$ cat config.mk
export PLATFORM = sky130hd
export DESIGN_NAME = mtwx_cmp_unit
export DESIGN_NICKNAME = d
export VERILOG_FILES = /design/src/rtl/core/mtwx_pkg.sv /design/src/rtl/core/mtwx_cmp_unit.sv
export SDC_FILE = /design/constraint.sdc
export NUM_CORES = 1
export LEC_CHECK = 0
export BUFFER_PORTS_ARGS = -buffer_cell sky130_fd_sc_hd__buf_2
export CAP_MARGIN = 30
export CORE_UTILIZATION = 40
export DETAILED_ROUTE_END_ITERATION = 10
export GPL_ROUTABILITY_DRIVEN = 1
export GPL_TIMING_DRIVEN = 0
export SLEW_MARGIN = 20
export SYNTH_ARGS = -nofsm -noshare
export SYNTH_HDL_FRONTEND = slang
export SYNTH_SLANG_ARGS = --single-unit
$ cat constraint.sdc
create_clock -name vclk -period 14.6
set_clock_uncertainty 0.2 [all_clocks]
set_input_delay 2.92 -clock vclk [all_inputs]
set_output_delay 2.92 -clock vclk [all_outputs]
set_load 0.02 [all_outputs]
$ cat src/rtl/core/mtwx_pkg.sv
//------------------------------------------------------------------------------
// mtwx_pkg
// Opcodes, status codes, table entry and compare types.
//------------------------------------------------------------------------------
package mtwx_pkg;

	localparam logic [2:0] OP_MAP     = 3'd0;
	localparam logic [2:0] OP_MAP_STK = 3'd1;
	localparam logic [2:0] OP_UNMAP   = 3'd2;
	localparam logic [2:0] OP_BIND    = 3'd3;
	localparam logic [2:0] OP_RELEASE = 3'd4;
	localparam logic [2:0] OP_PREP    = 3'd5;
	localparam logic [2:0] OP_QUERY   = 3'd6;

	localparam logic [3:0] STS_OK         = 4'd0;
	localparam logic [3:0] STS_UNBOUND    = 4'd1;
	localparam logic [3:0] STS_BOUND      = 4'd2;
	localparam logic [3:0] STS_BAD_RANGE  = 4'd3;
	localparam logic [3:0] STS_ALIGN      = 4'd4;
	localparam logic [3:0] STS_OVERLAP    = 4'd5;
	localparam logic [3:0] STS_WX_ALIAS   = 4'd6;
	localparam logic [3:0] STS_FULL       = 4'd7;
	localparam logic [3:0] STS_NO_GUARD   = 4'd8;
	localparam logic [3:0] STS_NOT_MAPPED = 4'd9;
	localparam logic [3:0] STS_NOT_STACK  = 4'd10;
	localparam logic [3:0] STS_INCONS     = 4'd11;

	localparam logic [1:0] RIGHTS_RW = 2'd1;
	localparam logic [1:0] RIGHTS_RX = 2'd2;

	localparam int PAGE_SHIFT = 12;

	typedef struct packed {
		logic [2:0]  owner;
		logic [51:0] vpage;
		logic [51:0] ppage;
		logic [52:0] count;
		logic [3:0]  rks;    // [1:0] rights, [2] kind, [3] kernel stack
	} entry_t;

	typedef struct packed {
		logic [2:0]  sp;
		logic [51:0] vp;
		logic [51:0] pp;
		logic [51:0] np;
		logic [1:0]  rights;
		logic [63:0] va;
		logic [63:0] len;
		logic [63:0] stk;
	} req_t;

	typedef struct packed {
		logic owner_hit;
		logic vovl;
		logic pwx;
		logic guard;
		logic exact;
		logic stkend;
	} flags_t;

	function automatic logic wx_conflict(input logic [1:0] old_r, input logic [1:0] new_r);
		wx_conflict = (old_r == RIGHTS_RW && new_r == RIGHTS_RX) ||
			(old_r == RIGHTS_RX && new_r == RIGHTS_RW);
	endfunction

endpackage

$ cat src/rtl/core/mtwx_cmp_unit.sv
//------------------------------------------------------------------------------
// mtwx_cmp_unit
// Compares one table entry against the request held by the sequencer.
//------------------------------------------------------------------------------
module mtwx_cmp_unit (
	input  mtwx_pkg::entry_t entry,
	input  mtwx_pkg::req_t   req,
	output mtwx_pkg::flags_t flags
);

	logic [53:0] e_vend, e_pend, r_vend, r_pend;

	always_comb begin
		e_vend = 54'(entry.vpage) + 54'(entry.count);
		e_pend = 54'(entry.ppage) + 54'(entry.count);
		r_vend = 54'(req.vp) + 54'(req.np);
		r_pend = 54'(req.pp) + 54'(req.np);

		flags.owner_hit = (entry.owner == req.sp);
		flags.vovl = (54'(entry.vpage) < r_vend) && (54'(req.vp) < e_vend);
		flags.pwx = (54'(entry.ppage) < r_pend) && (54'(req.pp) < e_pend) &&
			mtwx_pkg::wx_conflict(entry.rks[1:0], req.rights);
		// guard page is the one just below the request base
		flags.guard = (entry.vpage < req.vp) && (54'(req.vp) <= e_vend);
		flags.exact = ({entry.vpage, 12'h000} == req.va) &&
			({entry.count[51:0], 12'h000} == req.len);
		flags.stkend = entry.rks[3] && (e_vend == 54'(req.stk[63:12]));
	end

endmodule
Yosys cells after proc, flatten, opt, wreduce, memory -nomap -nowiden
Index checks and enable logic that the tools add are counted.
Storage, ports and cells
  register bits after elaboration: 0
  bits in latches: 0
  bits in writable memories: 0
  bits in read-only memories: 0
  output and inout port bits: 6
  logic and storage cells: 27
  memories kept: 0
Operators by class
  add/subtract/negate cells: 4
  multiply operators: 0
  divide/modulo/power cells: 0
  $lt $le $gt $ge: 6
  equal/unequal tests: 8
  shifts and indexed selects: 0
  mux-type cells: 0
  bitwise logic cells: 0
  reduce and logical (&&, ||, !) cells: 9
Operators with widths (count)
  64-bit == test: 2
  52-bit by 53-bit adder with 54-bit output: 2
  52-bit by 54-bit < comparator with 1-bit output: 2
  52-bit by 52-bit adder with 53-bit output: 2
  52-bit by 53-bit < comparator with 1-bit output: 2
  54-bit by 52-bit == test with 1-bit output: 1
  52-bit by 54-bit less-or-equal comparator with 1-bit output: 1
  52-bit < comparator: 1
  1-bit logical AND: 8
  2-bit by 1-bit == test with 1-bit output (second input constant): 2
  2-bit == test (second input constant): 2
  3-bit == test: 1
  1-bit logical OR: 1

Longest topological paths before layout
  word-level depth: 4
  depth in mapped cells: 28
  gate-level depth less buffers: 28

Least setup slack after synthesis
No wires, ideal clock.
  path kind: input to output
  from: in entry[17] (netlist name)
  to: out flags[3] (netlist name)
  data arrival time: 7418 ps
  data required time: 11480 ps
  slack: 4062 ps
  stages: 23
  cell sequence: ha_1 clkbuf_1 a21o_1 a2111oi_0 a211o_1 nand3_1 a211o_1 a221oi_1 o21ai_0 a21oi_1 xor2_1 ha_1 nand4_1 nor4_1 inv_1 o22ai_1 a2111oi_0 o311a_1 nor3_1 a2111oi_0 o31ai_1 o211ai_1 o211a_1
RTL lines
  from (decl): RTL line mtwx_cmp_unit.sv:6  | input mtwx_pkg::entry_t entry,
  to (decl): RTL line mtwx_cmp_unit.sv:8  | output mtwx_pkg::flags_t flags

==> impl_metrics.yaml <==
pwr:
  p_int_w: 0.000493
  p_leak_nw: 11.4
  pwr-share-comb: 1.000
  p_sw_frac: 0.590
  seqPwrFrac: 0
  total_power_w: 0.00120
  clockPowerShare: 0
  p_sw_w: 0.000711
  irDropWorstVdd_v: 0.0000329
  p_per_area_nw_per_um2: 53.4
drt:
  detail_route.iter0.violations: 1948
  drt-pass1-iter-count: 5
  vias_per_cell: 6.16
  wire_per_inst_um: 26.2
  drc: 0
  wl_um: 97400
  via_count: 22924
  ant_nets: 0
timing:
  worst_slew_pin_slew_ps: 1010
  tns_ps: 0
  rsz0062_at_grt: "no"
  timing.fmax_mhz: 79.0
  hold_viol_final: 0
  period_share: 0.867
  setup_viol: 0
  maxSlewHeadroom: 0.320
  fin_crit_ps: 12660
  slew_viol_final: 0
critical_path:
  cp-startpoint: "entry[5]"
  startpoint_type: "input port"
  worstPathArrival_ps: 9540
  end_kind: "output port"
  required_ps: 11480
  setup.worst_path.end: "flags[3]"
  critPathKind: "input port to output port"
  path_max_fanout: 4
floorplan:
  die_w_um: 221
  start_util: 0.410
  core-area_um2: 47000
  num_io_pins: 523
  rows: 79
  die-area_um2: 49000
  dieHeight_um: 221
cells_and_area:
  seq_cells: 0
  ff_latch_area_um2: 0
  syn2layout_area_growth_pct: 17.3
  nFillCells: 4789
  drive_above_1_share: 0.179
  nClkBuffers: 0
  multi_input_area_um2: 18500
  fin_nets: 4095
worst_hold_path:
  hold_start: "req[351]"
  min_path_type: "input port to output port"
placed_design:
  hpwl_um: 87000
  port_buffers: 509
  place.gp.congestion: 1.03
logic_synthesis:
  synth_fp_nets: 3582
  seq_area_frac_synth: 0
  avgSynthCellArea_um2: 7.41
  synthCells: 2597
  netlist_area_um2: 19200
  yosysUniqueCellTypes: 93
  ys_warn_count: 0
run:
  max-cap-violations: 0
clocking:
  cts_resized: 0
  post_cts_buffers: 0
  cts_hold_buf: 0
global_routing:
  antenna_found_initial: 11
  globalRouteOverflowTotal: 0
  grt_pass1_vias: 21873
  grt_pass1_wl_um: 140000
  grt_max_degree: 11
  grt_use_total: 0.380
run_status:
  status: "finished, final reports clean"
## routing by layer
metal  routed length (µm)  global-route usage  vias to the layer above
li1                     -                   -                    10873
met1                42200               0.503                    10827
met2                42900               0.621                     1050
met3                 7730              0.0498                      168
met4                 4470               0.149                        6
met5                   40                   0                        -
## synth_stat cells, types with 12 or more instances
master,count,share of area
nor4_1,34,0.011
a31oi_1,29,0.0094
nor3_1,53,0.014
o21bai_1,34,0.013
xor2_1,113,0.051
nand3_1,55,0.014
nand2_1,135,0.026
ha_1,464,0.30
nand4_1,115,0.037
nor2_1,126,0.025
and3_1,14,0.0046
nand2b_1,56,0.018
o31ai_1,12,0.0047
o21ai_0,150,0.039
or3_1,12,0.0039
a21o_1,202,0.079
o21ai_1,15,0.0039
inv_1,120,0.023
clkbuf_1,41,0.0080
and2_1,15,0.0049
o21a_1,23,0.0090
nor2b_1,45,0.015
o211ai_1,13,0.0051
xnor2_1,227,0.10
a211oi_1,17,0.0066
a21oi_1,272,0.071
## power groups by stage
stage / Clock, W / Combinational, W / Sequential (W)
after floorplan: 0 / 0.000780 / 0
after global placement: 0 / 0.00115 / 0
after detailed placement: 0 / 0.00117 / 0
after CTS: 0 / 0.00118 / 0
after global routing: 0.0000000000459 / 0.00132 / 0
final: 0.0000000000735 / 0.00120 / 0
## worst min-delay path by stage
stage / end / slack [ps] / cells after the start
final: flags[5] / 6050 / 4
after floorplan: flags[0] / 5820 / 3
after global placement: flags[5] / 6040 / 4
after CTS: flags[5] / 6060 / 4
after global routing: flags[0] / 6090 / 5
after detailed placement: flags[5] / 6050 / 4
## kinds of logic after synthesis
kind of cell / Yosys count / synth area share
adder cells (fa/ha/maj): 468 / 0.306
AO/OA/AOI/OAI: 880 / 0.294
buffers and inverters: 178 / 0.0366
AND/OR/NAND/NOR: 717 / 0.198
XOR/XNOR: 344 / 0.160
multiplexers: 10 / 0.00559
## cells in the final DEF (no fill, tap or decap), types with 9 or more instances in the layout
| master | n |
|---|---|
| a2111oi_0 | 10 |
| a21o_1 | 202 |
| and3_1 | 14 |
| o21a_1 | 23 |
| a211o_1 | 9 |
| nand4_1 | 115 |
| a211oi_1 | 17 |
| nor2_1 | 126 |
| o211ai_1 | 13 |
| a21oi_1 | 272 |
| nand3_1 | 55 |
| or3_1 | 12 |
| ha_1 | 464 |
| and2_1 | 15 |
| nor4_1 | 34 |
| o21bai_1 | 34 |
| o21ai_0 | 150 |
| xnor2_1 | 227 |
| clkbuf_1 | 41 |
| nand2b_1 | 56 |
| nor3_1 | 53 |
| o21ai_1 | 15 |
| o2111ai_1 | 10 |
| nand2_1 | 135 |
| buf_2 | 519 |
| a31oi_1 | 29 |
| nor2b_1 | 45 |
| o31ai_1 | 12 |
| xor2_1 | 113 |
| and4_1 | 9 |
| inv_1 | 120 |
## stage by stage
stage	cells	util	setup slack, ps	area [µm²]	hold slack [ps]
after global routing	3720	0.481	1470	22600	6090
final	3723	0.481	1940	22600	6050
after floorplan	2597	-	4060	19200	5820
after CTS	3714	0.480	2000	22500	6060
after global placement	3713	0.480	2080	22500	6040
after detailed placement	3714	0.480	2020	22500	6050
## final cells by class
type                            instances  area share
Multi-Input combinational cell       2419       0.821
Timing Repair Buffer                  511       0.113
Tap cell                              607      0.0336
Inverter                              120      0.0200
Buffer                                 58      0.0112
Antenna cell                            8    0.000887
## worst max-delay path, stage by stage
cell and delay, ps:
buf_2 160, inv_1 270, fa_1 280, nor2b_1 70
o31a_1 300, o31ai_1 700, a211o_1 270, nand3_1 110
a211o_1 320, a221oi_1 530, o21ai_0 310, a21oi_1 240
xor2_1 100, ha_1 320, nand4_1 180, nor4_1 320
inv_1 90, nor2_1 310, o2111ai_1 340, o311a_1 290
nor3_1 200, a2111oi_0 130, o31ai_1 260, o211ai_1 190
o211a_1 150, buf_2 150
Note: power is estimated with default switching activity, not from simulation.
